[src/hdl/eor_pkg.sv]
`default_nettype none
// ----------------------------------------------------------------------------
// eor_pkg: shared definitions of the ellipse outline rasterizer
// Field widths, datapath operation codes, controller/datapath link types and
// the quarter-unit truncation used for the decision values.
// ----------------------------------------------------------------------------
package eor_pkg;

	localparam int COORD_BITS = 10;             // significant bits of a corner
	localparam int CORNER_W   = 10;             // width of a corner field
	localparam int COLOR_W    = 8;
	localparam int SEMI_W     = COORD_BITS - 1; // semi-axis
	localparam int SQ_W       = 2 * SEMI_W;     // squared semi-axis
	localparam int OFS_W      = 12;             // signed point offsets
	localparam int PT_W       = 12;             // output coordinates
	localparam int GRAD_W     = 32;
	localparam int DEC_W      = 48;
	localparam int MUL_A_W    = 32;
	localparam int MUL_B_W    = SQ_W + 1;
	localparam int S_DATA_W   = 48;
	localparam int M_DATA_W   = 56;

	// Input command kinds carried in tuser.
	localparam logic CMD_START   = 1'b0;
	localparam logic CMD_ADVANCE = 1'b1;

	// Datapath operations.
	localparam int OP_W = 4;
	localparam logic [OP_W-1:0] OP_NONE    = 4'd0;
	localparam logic [OP_W-1:0] OP_LOAD    = 4'd1;
	localparam logic [OP_W-1:0] OP_MUL_AA  = 4'd2;
	localparam logic [OP_W-1:0] OP_MUL_BB  = 4'd3;
	localparam logic [OP_W-1:0] OP_MUL_AAB = 4'd4;
	localparam logic [OP_W-1:0] OP_INIT    = 4'd5;
	localparam logic [OP_W-1:0] OP_STEP    = 4'd6;
	localparam logic [OP_W-1:0] OP_DECIDE  = 4'd7;
	localparam logic [OP_W-1:0] OP_RC1     = 4'd8;
	localparam logic [OP_W-1:0] OP_RC2     = 4'd9;
	localparam logic [OP_W-1:0] OP_RC3     = 4'd10;
	localparam logic [OP_W-1:0] OP_RC4     = 4'd11;
	localparam logic [OP_W-1:0] OP_RC5     = 4'd12;
	localparam logic [OP_W-1:0] OP_RC6     = 4'd13;
	localparam logic [OP_W-1:0] OP_RC7     = 4'd14;

	typedef struct packed {
		logic [OP_W-1:0] op;
		logic            region_two;
		logic            load_out;
	} ctrl_cmd_t;

	typedef struct packed {
		logic gx_lt_gy;
		logic oy_neg;
	} dp_sts_t;

	// Divide by four, rounding toward zero.
	function automatic logic signed [DEC_W-1:0] quarter_trunc(
		input logic signed [DEC_W-1:0] q
	);
		logic signed [DEC_W-1:0] adj;
		adj = q[DEC_W-1] ? (q + DEC_W'(3)) : q;
		return adj >>> 2;
	endfunction

endpackage
`default_nettype wire

[src/hdl/ellipse_outline_rasterizer.sv]
`default_nettype none
// An advance transfer runs the step, the decision update and the end check, then loads its
// result once the output register is free; a step that ends region one first forms the
// region two decision. The input takes no new transfer until the result is loaded.
// A start busies the input for three multiplies; a zero semi-axis adds the region change.
// arst_n clears the sequencer, the phase and the output valid; no ellipse is active after it.
// ----------------------------------------------------------------------------
// ellipse_outline_rasterizer: midpoint ellipse outline generator
// Latches an ellipse from two corners on a start transfer and returns one
// step of four mirrored points per advance transfer, tlast on the final step.
// ----------------------------------------------------------------------------
module ellipse_outline_rasterizer (
	input  wire logic                          clk,
	input  wire logic                          arst_n,
	input  wire logic                          s_tvalid,
	output logic                               s_tready,
	// corner_ax, corner_ay, corner_bx, corner_by, pen_color
	input  wire logic [eor_pkg::S_DATA_W-1:0]  s_tdata,
	// command
	input  wire logic                          s_tuser,
	output logic                               m_tvalid,
	input  wire logic                          m_tready,
	// right_x, left_x, lower_y, upper_y, color_out
	output logic [eor_pkg::M_DATA_W-1:0]       m_tdata,
	output logic                               m_tlast
);
	import eor_pkg::*;

	ctrl_cmd_t cmd;
	dp_sts_t   sts;

	eor_ctrl u_ctrl (
		.clk      (clk),
		.arst_n   (arst_n),
		.s_tvalid (s_tvalid),
		.s_tready (s_tready),
		.s_tuser  (s_tuser),
		.m_tvalid (m_tvalid),
		.m_tready (m_tready),
		.m_tlast  (m_tlast),
		.cmd      (cmd),
		.sts      (sts)
	);

	eor_datapath u_dp (
		.clk     (clk),
		.s_tdata (s_tdata),
		.cmd     (cmd),
		.sts     (sts),
		.m_tdata (m_tdata)
	);

`ifndef SYNTH
	// The output register is only reloaded once its previous result has gone.
	a_load_free: assert property (@(posedge clk) disable iff (!arst_n)
		cmd.load_out |-> (!m_tvalid || m_tready))
		else $error("output register reloaded while holding a result");

	// Every step is followed by its decision update.
	a_step_decide: assert property (@(posedge clk) disable iff (!arst_n)
		(cmd.op == OP_STEP) |=> (cmd.op == OP_DECIDE))
		else $error("step not followed by decision update");

	// A start occupies the block while the axes are squared.
	a_start_busy: assert property (@(posedge clk) disable iff (!arst_n)
		(s_tvalid && s_tready && s_tuser == CMD_START) |=> (!s_tready && cmd.op == OP_MUL_AA))
		else $error("start did not enter the setup sequence");
`endif

endmodule
`default_nettype wire

[src/hdl/eor_datapath.sv]
`default_nettype none
// ----------------------------------------------------------------------------
// eor_datapath: arithmetic of the ellipse outline rasterizer
// Holds the ellipse state, one shared registered multiplier, the decision
// accumulator and the output data register. Driven by operation codes.
// ----------------------------------------------------------------------------
module eor_datapath (
	input  wire logic                          clk,
	input  wire logic [eor_pkg::S_DATA_W-1:0]  s_tdata,
	input  wire eor_pkg::ctrl_cmd_t            cmd,
	output eor_pkg::dp_sts_t                   sts,
	output logic [eor_pkg::M_DATA_W-1:0]       m_tdata
);
	import eor_pkg::*;

	logic [COORD_BITS-1:0]     ax, ay, bx, by;
	logic [COORD_BITS:0]       sum_x, sum_y;
	logic [COORD_BITS-1:0]     dif_x, dif_y;
	logic [SEMI_W-1:0]         a_new, b_new;

	logic [COORD_BITS-1:0]     center_x_q, center_y_q;
	logic [SEMI_W-1:0]         semi_a_q, semi_b_q;
	logic [SQ_W-1:0]           sq_a_q, sq_b_q;
	logic signed [OFS_W-1:0]   ofs_x_q, ofs_y_q;
	logic signed [GRAD_W-1:0]  grad_x_q, grad_y_q;
	logic signed [DEC_W-1:0]   dec_q, acc_q, prod_q;
	logic [COLOR_W-1:0]        color_q;
	logic                      br_q;
	logic [PT_W-1:0]           pt_rx_q, pt_lx_q, pt_ly_q, pt_uy_q;
	logic [M_DATA_W-1:0]       out_q;

	logic signed [MUL_A_W-1:0]         mul_a;
	logic signed [MUL_B_W-1:0]         mul_b;
	logic signed [MUL_A_W+MUL_B_W-1:0] mul_p;
	logic signed [MUL_B_W-1:0]         tx, ym;
	logic signed [DEC_W-1:0]           gx_w, gy_w, sqa_w, sqb_w, init_sum;
	logic signed [GRAD_W-1:0]          two_sqa, two_sqb;
	logic                              dec_neg, dec_pos;

	assign ax = s_tdata[COORD_BITS-1:0];
	assign ay = s_tdata[CORNER_W+COORD_BITS-1:CORNER_W];
	assign bx = s_tdata[2*CORNER_W+COORD_BITS-1:2*CORNER_W];
	assign by = s_tdata[3*CORNER_W+COORD_BITS-1:3*CORNER_W];

	assign sum_x = {1'b0, ax} + {1'b0, bx};
	assign sum_y = {1'b0, ay} + {1'b0, by};
	assign dif_x = (bx > ax) ? (bx - ax) : (ax - bx);
	assign dif_y = (by > ay) ? (by - ay) : (ay - by);
	assign a_new = dif_x[COORD_BITS-1:1];
	assign b_new = dif_y[COORD_BITS-1:1];

	assign tx = {{(MUL_B_W-OFS_W-1){ofs_x_q[OFS_W-1]}}, ofs_x_q, 1'b1};
	assign ym = MUL_B_W'(ofs_y_q) - MUL_B_W'(1);

	assign gx_w  = DEC_W'(grad_x_q);
	assign gy_w  = DEC_W'(grad_y_q);
	assign sqa_w = DEC_W'(sq_a_q);
	assign sqb_w = DEC_W'(sq_b_q);
	assign two_sqa = GRAD_W'({sq_a_q, 1'b0});
	assign two_sqb = GRAD_W'({sq_b_q, 1'b0});
	assign init_sum = (sqb_w <<< 2) - (prod_q <<< 2) + sqa_w;

	assign dec_neg = dec_q[DEC_W-1];
	assign dec_pos = !dec_q[DEC_W-1] && (|dec_q);

	always_comb begin
		mul_a = '0;
		mul_b = '0;
		case (cmd.op)
			OP_MUL_AA: begin
				mul_a = MUL_A_W'(semi_a_q);
				mul_b = MUL_B_W'(semi_a_q);
			end
			OP_MUL_BB: begin
				mul_a = MUL_A_W'(semi_b_q);
				mul_b = MUL_B_W'(semi_b_q);
			end
			OP_MUL_AAB: begin
				mul_a = MUL_A_W'(sq_a_q);
				mul_b = MUL_B_W'(semi_b_q);
			end
			OP_RC1: begin
				mul_a = MUL_A_W'(sq_b_q);
				mul_b = tx;
			end
			OP_RC2: begin
				mul_a = prod_q[MUL_A_W-1:0];
				mul_b = tx;
			end
			OP_RC3: begin
				mul_a = MUL_A_W'(sq_a_q);
				mul_b = ym;
			end
			OP_RC4: begin
				mul_a = prod_q[MUL_A_W-1:0];
				mul_b = ym;
			end
			OP_RC5: begin
				mul_a = MUL_A_W'(sq_a_q);
				mul_b = MUL_B_W'(sq_b_q);
			end
			default: begin
			end
		endcase
	end

	assign mul_p = mul_a * mul_b;

	always_ff @(posedge clk) begin
		case (cmd.op)
			OP_LOAD: begin
				center_x_q <= sum_x[COORD_BITS:1];
				center_y_q <= sum_y[COORD_BITS:1];
				semi_a_q   <= a_new;
				semi_b_q   <= b_new;
				color_q    <= s_tdata[4*CORNER_W+COLOR_W-1:4*CORNER_W];
				ofs_x_q    <= '0;
				ofs_y_q    <= OFS_W'(b_new);
				grad_x_q   <= '0;
			end
			OP_MUL_AA: begin
				prod_q <= mul_p[DEC_W-1:0];
			end
			OP_MUL_BB: begin
				sq_a_q <= prod_q[SQ_W-1:0];
				prod_q <= mul_p[DEC_W-1:0];
			end
			OP_MUL_AAB: begin
				sq_b_q <= prod_q[SQ_W-1:0];
				prod_q <= mul_p[DEC_W-1:0];
			end
			OP_INIT: begin
				grad_y_q <= {prod_q[GRAD_W-2:0], 1'b0};
				dec_q    <= quarter_trunc(init_sum);
			end
			OP_STEP: begin
				pt_rx_q <= PT_W'(center_x_q) + PT_W'(ofs_x_q);
				pt_lx_q <= PT_W'(center_x_q) - PT_W'(ofs_x_q);
				pt_ly_q <= PT_W'(center_y_q) + PT_W'(ofs_y_q);
				pt_uy_q <= PT_W'(center_y_q) - PT_W'(ofs_y_q);
				if (!cmd.region_two) begin
					ofs_x_q  <= ofs_x_q + OFS_W'(1);
					grad_x_q <= grad_x_q + two_sqb;
					br_q     <= !dec_neg;
					if (!dec_neg) begin
						ofs_y_q  <= ofs_y_q - OFS_W'(1);
						grad_y_q <= grad_y_q - two_sqa;
					end
				end else begin
					ofs_y_q  <= ofs_y_q - OFS_W'(1);
					grad_y_q <= grad_y_q - two_sqa;
					br_q     <= !dec_pos;
					if (!dec_pos) begin
						ofs_x_q  <= ofs_x_q + OFS_W'(1);
						grad_x_q <= grad_x_q + two_sqb;
					end
				end
			end
			OP_DECIDE: begin
				// The gradients already hold their values after the step.
				if (!cmd.region_two) begin
					if (br_q) begin
						dec_q <= dec_q + gx_w - gy_w + sqb_w;
					end else begin
						dec_q <= dec_q + gx_w + sqb_w;
					end
				end else begin
					if (br_q) begin
						dec_q <= dec_q + gx_w - gy_w + sqa_w;
					end else begin
						dec_q <= dec_q + sqa_w - gy_w;
					end
				end
			end
			OP_RC1, OP_RC2, OP_RC4: begin
				prod_q <= mul_p[DEC_W-1:0];
			end
			OP_RC3: begin
				acc_q  <= prod_q;
				prod_q <= mul_p[DEC_W-1:0];
			end
			OP_RC5: begin
				acc_q  <= acc_q + (prod_q <<< 2);
				prod_q <= mul_p[DEC_W-1:0];
			end
			OP_RC6: begin
				acc_q <= acc_q - (prod_q <<< 2);
			end
			OP_RC7: begin
				dec_q <= quarter_trunc(acc_q);
			end
			default: begin
			end
		endcase

		if (cmd.load_out) begin
			out_q <= {color_q, pt_uy_q, pt_ly_q, pt_lx_q, pt_rx_q};
		end
	end

	assign sts.gx_lt_gy = grad_x_q < grad_y_q;
	assign sts.oy_neg   = ofs_y_q[OFS_W-1];
	assign m_tdata      = out_q;

endmodule
`default_nettype wire

[src/hdl/eor_ctrl.sv]
`default_nettype none
// ----------------------------------------------------------------------------
// eor_ctrl: sequencer of the ellipse outline rasterizer
// Walks the start setup, the step and decision update, the region change
// and the hand-off to the output register; tracks the drawing phase.
// ----------------------------------------------------------------------------
module eor_ctrl (
	input  wire logic               clk,
	input  wire logic               arst_n,
	input  wire logic               s_tvalid,
	output logic                    s_tready,
	input  wire logic               s_tuser,
	output logic                    m_tvalid,
	input  wire logic               m_tready,
	output logic                    m_tlast,
	output eor_pkg::ctrl_cmd_t      cmd,
	input  wire eor_pkg::dp_sts_t   sts
);
	import eor_pkg::*;

	localparam logic [3:0] ST_IDLE   = 4'd0;
	localparam logic [3:0] ST_SQ_A   = 4'd1;
	localparam logic [3:0] ST_SQ_B   = 4'd2;
	localparam logic [3:0] ST_AB     = 4'd3;
	localparam logic [3:0] ST_INIT   = 4'd4;
	localparam logic [3:0] ST_DECIDE = 4'd5;
	localparam logic [3:0] ST_CHECK  = 4'd6;
	localparam logic [3:0] ST_RC1    = 4'd7;
	localparam logic [3:0] ST_RC2    = 4'd8;
	localparam logic [3:0] ST_RC3    = 4'd9;
	localparam logic [3:0] ST_RC4    = 4'd10;
	localparam logic [3:0] ST_RC5    = 4'd11;
	localparam logic [3:0] ST_RC6    = 4'd12;
	localparam logic [3:0] ST_RC7    = 4'd13;
	localparam logic [3:0] ST_EMIT   = 4'd14;

	localparam logic [1:0] PH_IDLE = 2'd0;
	localparam logic [1:0] PH_ONE  = 2'd1;
	localparam logic [1:0] PH_TWO  = 2'd2;

	logic [3:0] state_q, state_d;
	logic [1:0] phase_q, phase_d, phase_end;
	logic       adv_q, adv_d;
	logic       last_q, last_d;
	logic       m_tvalid_q, m_tlast_q;
	logic       accept;

	assign s_tready  = (state_q == ST_IDLE);
	assign accept    = s_tvalid && s_tready;
	assign phase_end = (phase_q == PH_TWO && sts.oy_neg) ? PH_IDLE : phase_q;

	always_comb begin
		state_d        = state_q;
		phase_d        = phase_q;
		adv_d          = adv_q;
		last_d         = last_q;
		cmd.op         = OP_NONE;
		cmd.region_two = (phase_q == PH_TWO);
		cmd.load_out   = 1'b0;
		case (state_q)
			ST_IDLE: begin
				if (accept) begin
					if (s_tuser == CMD_START) begin
						cmd.op  = OP_LOAD;
						adv_d   = 1'b0;
						state_d = ST_SQ_A;
					end else if (phase_q != PH_IDLE) begin
						// The step itself happens at the accepting edge.
						cmd.op  = OP_STEP;
						adv_d   = 1'b1;
						state_d = ST_DECIDE;
					end
				end
			end
			ST_SQ_A: begin
				cmd.op  = OP_MUL_AA;
				state_d = ST_SQ_B;
			end
			ST_SQ_B: begin
				cmd.op  = OP_MUL_BB;
				state_d = ST_AB;
			end
			ST_AB: begin
				cmd.op  = OP_MUL_AAB;
				state_d = ST_INIT;
			end
			ST_INIT: begin
				cmd.op  = OP_INIT;
				phase_d = PH_ONE;
				state_d = ST_CHECK;
			end
			ST_DECIDE: begin
				cmd.op  = OP_DECIDE;
				state_d = ST_CHECK;
			end
			ST_CHECK: begin
				if (phase_q == PH_ONE && !sts.gx_lt_gy) begin
					state_d = ST_RC1;
				end else begin
					phase_d = phase_end;
					last_d  = (phase_end == PH_IDLE);
					state_d = adv_q ? ST_EMIT : ST_IDLE;
				end
			end
			ST_RC1: begin
				cmd.op  = OP_RC1;
				state_d = ST_RC2;
			end
			ST_RC2: begin
				cmd.op  = OP_RC2;
				state_d = ST_RC3;
			end
			ST_RC3: begin
				cmd.op  = OP_RC3;
				state_d = ST_RC4;
			end
			ST_RC4: begin
				cmd.op  = OP_RC4;
				state_d = ST_RC5;
			end
			ST_RC5: begin
				cmd.op  = OP_RC5;
				state_d = ST_RC6;
			end
			ST_RC6: begin
				cmd.op  = OP_RC6;
				state_d = ST_RC7;
			end
			ST_RC7: begin
				cmd.op  = OP_RC7;
				phase_d = PH_TWO;
				state_d = ST_CHECK;
			end
			ST_EMIT: begin
				// Wait here until the output register is free for the transfer.
				if (!m_tvalid_q || m_tready) begin
					cmd.load_out = 1'b1;
					state_d      = ST_IDLE;
				end
			end
			default: begin
				state_d = ST_IDLE;
			end
		endcase
	end

	always_ff @(posedge clk or negedge arst_n) begin
		if (!arst_n) begin
			state_q    <= ST_IDLE;
			phase_q    <= PH_IDLE;
			adv_q      <= 1'b0;
			last_q     <= 1'b0;
			m_tvalid_q <= 1'b0;
			m_tlast_q  <= 1'b0;
		end else begin
			state_q <= state_d;
			phase_q <= phase_d;
			adv_q   <= adv_d;
			last_q  <= last_d;
			if (cmd.load_out) begin
				m_tvalid_q <= 1'b1;
				m_tlast_q  <= last_q;
			end else if (m_tready) begin
				m_tvalid_q <= 1'b0;
			end
		end
	end

	assign m_tvalid = m_tvalid_q;
	assign m_tlast  = m_tlast_q;

endmodule
`default_nettype wire
[config.mk]
export PLATFORM = sky130hd
export DESIGN_NAME = ellipse_outline_rasterizer
export DESIGN_NICKNAME = d
export VERILOG_FILES = /design/src/hdl/eor_pkg.sv /design/src/hdl/ellipse_outline_rasterizer.sv /design/src/hdl/eor_datapath.sv /design/src/hdl/eor_ctrl.sv
export SDC_FILE = /design/constraint.sdc
export NUM_CORES = 2
export LEC_CHECK = 0
export BUFFER_PORTS_ARGS = -buffer_cell sky130_fd_sc_hd__buf_4
export CORE_MARGIN = 2
export CORE_UTILIZATION = 49
export DETAILED_ROUTE_END_ITERATION = 6
export PLACE_DENSITY = 0.78
export SLEW_MARGIN = 20
export SYNTH_ARGS = -nofsm -noshare
export SYNTH_HDL_FRONTEND = slang
export SYNTH_HIERARCHICAL = 1
export SYNTH_SLANG_ARGS = --single-unit
[constraint.sdc]
create_clock -name clk -period 9.97 [get_ports clk]
set_clock_uncertainty 0.2 [all_clocks]
set_input_delay 1.4955 -clock clk [delete_from_list [all_inputs] [get_ports clk]]
set_output_delay 1.4955 -clock clk [all_outputs]
set_load 0.05 [all_outputs]
==> summary.txt <==
Floorplanning
  • FP Rows: ~130
  • Core Area: around 130000 µm²
  • # IOs: between 100 and 150
  • Starting Density: 0.495
  • DIE AREA: roughly 130000 µm²
  • Chip width: around 360 µm
  • Die span in y: roughly 360 µm

Global route
  • Gr usage total: 0.310
  • First-pass GRT wire length: between 300 and 400 mm
  • Largest net degree at the start of global routing: between 90 and 100
  • GRT Residual Overflow: 0
  • Initial antenna violation count: 3
  • Vias in the first global route: around 56000

Worst setup path
  • CP Launch Point: s_tuser
  • Critical R2R Launch: u_ctrl/state_q[1]$_DFFE_PN0P_
  • CP max stage delay: 530 ps
  • Worst Reg-to-Reg Cells: 38
  • Worst R2R Setup Slack: around 100 ps
  • Worst setup EP type: flip-flop
  • Crit path DAT: 10170 ps
  • CP Buf/Inv Count: 13
  • Slowest-stage cell, CP: fa_1
  • Worst setup endpoint: u_dp/prod_q[46]$_DFFE_PP_
  • Crit-path most repeated cell: fa_1
  • Critical path class: in -> reg
  • CP top delay family: adder cells
  • Max FO, Critical Path: 8
  • CP Launch Type: input pin
  • CP required: just over 10000 ps
  • RR Endpoint: u_dp/prod_q[46]$_DFFE_PP_
  • Cell depth of the worst setup path: 40

Synthesis
  • Synthesis warning total: 6
  • Post-synth top area share: 0.196
  • Fraction of registers with async set or reset after synthesis: 0.0236
  • Primary FF master, synth: edfxtp_1
  • Syn Nets: around 8500
  • Seq cells post-synth: ~420
  • Mapped Cells: roughly 7300
  • Top post-synthesis cells by area: edfxtp_1 20%, fa_1 20%, ha_1 11%
  • Syn Area/Cell: just under 9 µm²
  • Number of flops mapped to enable cells by yosys: 413
  • Largest area contributor in the netlist: edfxtp_1
  • Mapped cell area: 63300 µm²
  • Seq/Total Area, Yosys: 0.200
  • Library cells used by synthesis: between 100 and 150

Place
  • HPWL after DPL: approximately 170 mm
  • Port bufs: approximately 110
  • RePlAce Congestion: 1.02

STA
  • Final worst path period share: 1.01
  • RSZ-0062 raised after global routing: yes
  • Slew margin rel.: 0.104
  • Final worst setup slack: -50.3 ps
  • Final hold vios: 0
  • Pins Over Slew Limit: 0
  • # setup viols final: 1
  • Worst Tran Pin Value: 1330 ps
  • Final critical path time including I/O delays and setup: 10020 ps
  • Fin Hold WS: between 200 and 250 ps
  • Max frequency: around 0.1 GHz

Detailed routing
  • DR iter-0 viols: roughly 5500
  • DR vias: roughly 56000
  • Drt wl/cell: between 20 and 25 µm
  • 1st-pass router iterations: 7
  • Vias per cell: 5.99
  • Wirelength, routed: 206 mm
  • Routed Antenna Nets: 0
  • Remaining DRCs: 1

Layout
  • Ant. Diodes: 0
  • Layout cells sized above 1: 0.110
  • Most common cell after layout, fill and taps aside: inv_1
  • NumNets Final: 8853
  • Most frequent cells in the layout: 906 x inv_1, 795 x nand2_1, 608 x fa_1
  • P&R area growth vs syn: 12.2%

Clock network
  • CTS max path bufs: 3
  • CTS sink cnt: about 420
  • Clk root buf: clkbuf_16
  • CTS tree: done
  • H-tree Lvls: 2
  • Clock latency on the worst-skew pair: around 700 ps
  • Clock transition at the registers of the reported paths: approximately 60 ps
  • Num CTS Buffers: ~50
  • Post-cts hold buffer count: 0

Outcome
  • Failing checks: design-rule violations, negative setup slack
  • Status: finished with violations

Worst hold path
  • HP Class: reg -> reg

Flow run
  • Max-cap violations: 0
[cells by family (layout without fill, tap and decap cells)]
kind of cell	after synthesis	count (layout)	share of synthesized area
flops	423	423	0.200
buf+inv	1217	1570	0.0733
compound gates	1576	1576	0.163
simple gates	2290	2290	0.170
mux	52	52	0.00872
fa+ha+maj	1188	1188	0.308
xor+xnor	556	556	0.0772
[layer usage]
metal	wire, µm	GRT usage	part of all wire	vias to the layer above
met5	9	0	0.000044	-
met4	9000	0.120	0.044	2
met3	18100	0.0493	0.088	383
met2	92300	0.496	0.45	2397
met1	87000	0.420	0.42	27400
li1	-	-	-	25700
[cell type report]
class,instances,area (µm²)
Clock buffer,59,1310
Clock inverter,37,503
Fill cell,11400,56800
Inverter,917,3440
Multi-Input combinational cell,5662,46500
Sequential cell,423,12700
Tap cell,1662,2080
Timing Repair Buffer,557,4560
[cell usage after synthesis, types with 22 or more instances]
cell type    n
a211oi_1    65
a21o_1     177
a21oi_1    387
a22oi_1     34
a31oi_1     48
and2_1      59
and3_1      84
buf_1       22
clkbuf_1   248
edfxtp_1   413
fa_1       617
ha_1       571
inv_1      915
mux2i_1     30
nand2_1    809
nand2b_1    65
nand3_1    146
nand4_1     95
nor2_1     612
nor2b_1     57
nor3_1     126
nor4_1      51
o211ai_1    64
o21a_1      62
o21ai_0    347
o21bai_1    68
o31ai_1     49
or2_2       26
or3_1       50
or4_1       23
xnor2_1    347
xor2_1     208
[what timing repair did]
action / 4_1_cts / 5_1_grt
buffers inserted: 9 / 12
resized for setup: 32 / 77
setup endpoints to repair: 17 / 15
gates cloned: 0 / 1
pin swaps: 20 / 49
[metrics by stage]
step / cell area, µm² / TNS (ps) / setup WS [ps] / util / std cells
floorplan: 63400 / 0 / 11.4 / - / 7302
global placement: 68600 / -20580 / -1470 / 0.537 / 9201
detailed placement: 68600 / -20080 / -1500 / 0.537 / 9201
CTS: 70700 / -50.3 / -50.3 / 0.553 / 9306
global route: 71000 / -1140 / -363 / 0.556 / 9317
finish: 71000 / -50.3 / -50.3 / 0.556 / 9317
[how the worst min path moves through the flow]
| stage | start | end | slack, ps | cells past startpoint |
|---|---|---|---|---|
| final | u_dp/pt_ly_q[1]$_DFFE_PN_ | u_dp/m_tdata[25]$_DFFE_PP_ | 220 | 0 |
| after global routing | u_dp/color_q[6]$_DFFE_PP_ | u_dp/m_tdata[54]$_DFFE_PP_ | 220 | 0 |
| after CTS | u_dp/color_q[2]$_DFFE_PP_ | u_dp/m_tdata[50]$_DFFE_PP_ | 220 | 0 |
| after global placement | u_dp/pt_lx_q[11]$_DFFE_PN_ | u_dp/m_tdata[23]$_DFFE_PP_ | 200 | 0 |
| after floorplan | u_dp/pt_rx_q[10]$_DFFE_PN_ | u_dp/m_tdata[10]$_DFFE_PP_ | 200 | 0 |
| after detailed placement | u_dp/pt_lx_q[10]$_DFFE_PN_ | u_dp/m_tdata[22]$_DFFE_PP_ | 200 | 0 |
[state kept, by name (all words and copies together) (netlist names), 18 cells and up]
register	count
u_dp/acc_q	48
u_dp/dec_q	48
u_dp/grad_x_q	31
u_dp/grad_y_q	31
u_dp/m_tdata	54
u_dp/prod_q	48
u_dp/sq_a_q	18
u_dp/sq_b_q	18
Power is not shown: default switching activity piles up to over one toggle a cycle in this logic, so the estimate is an artifact.
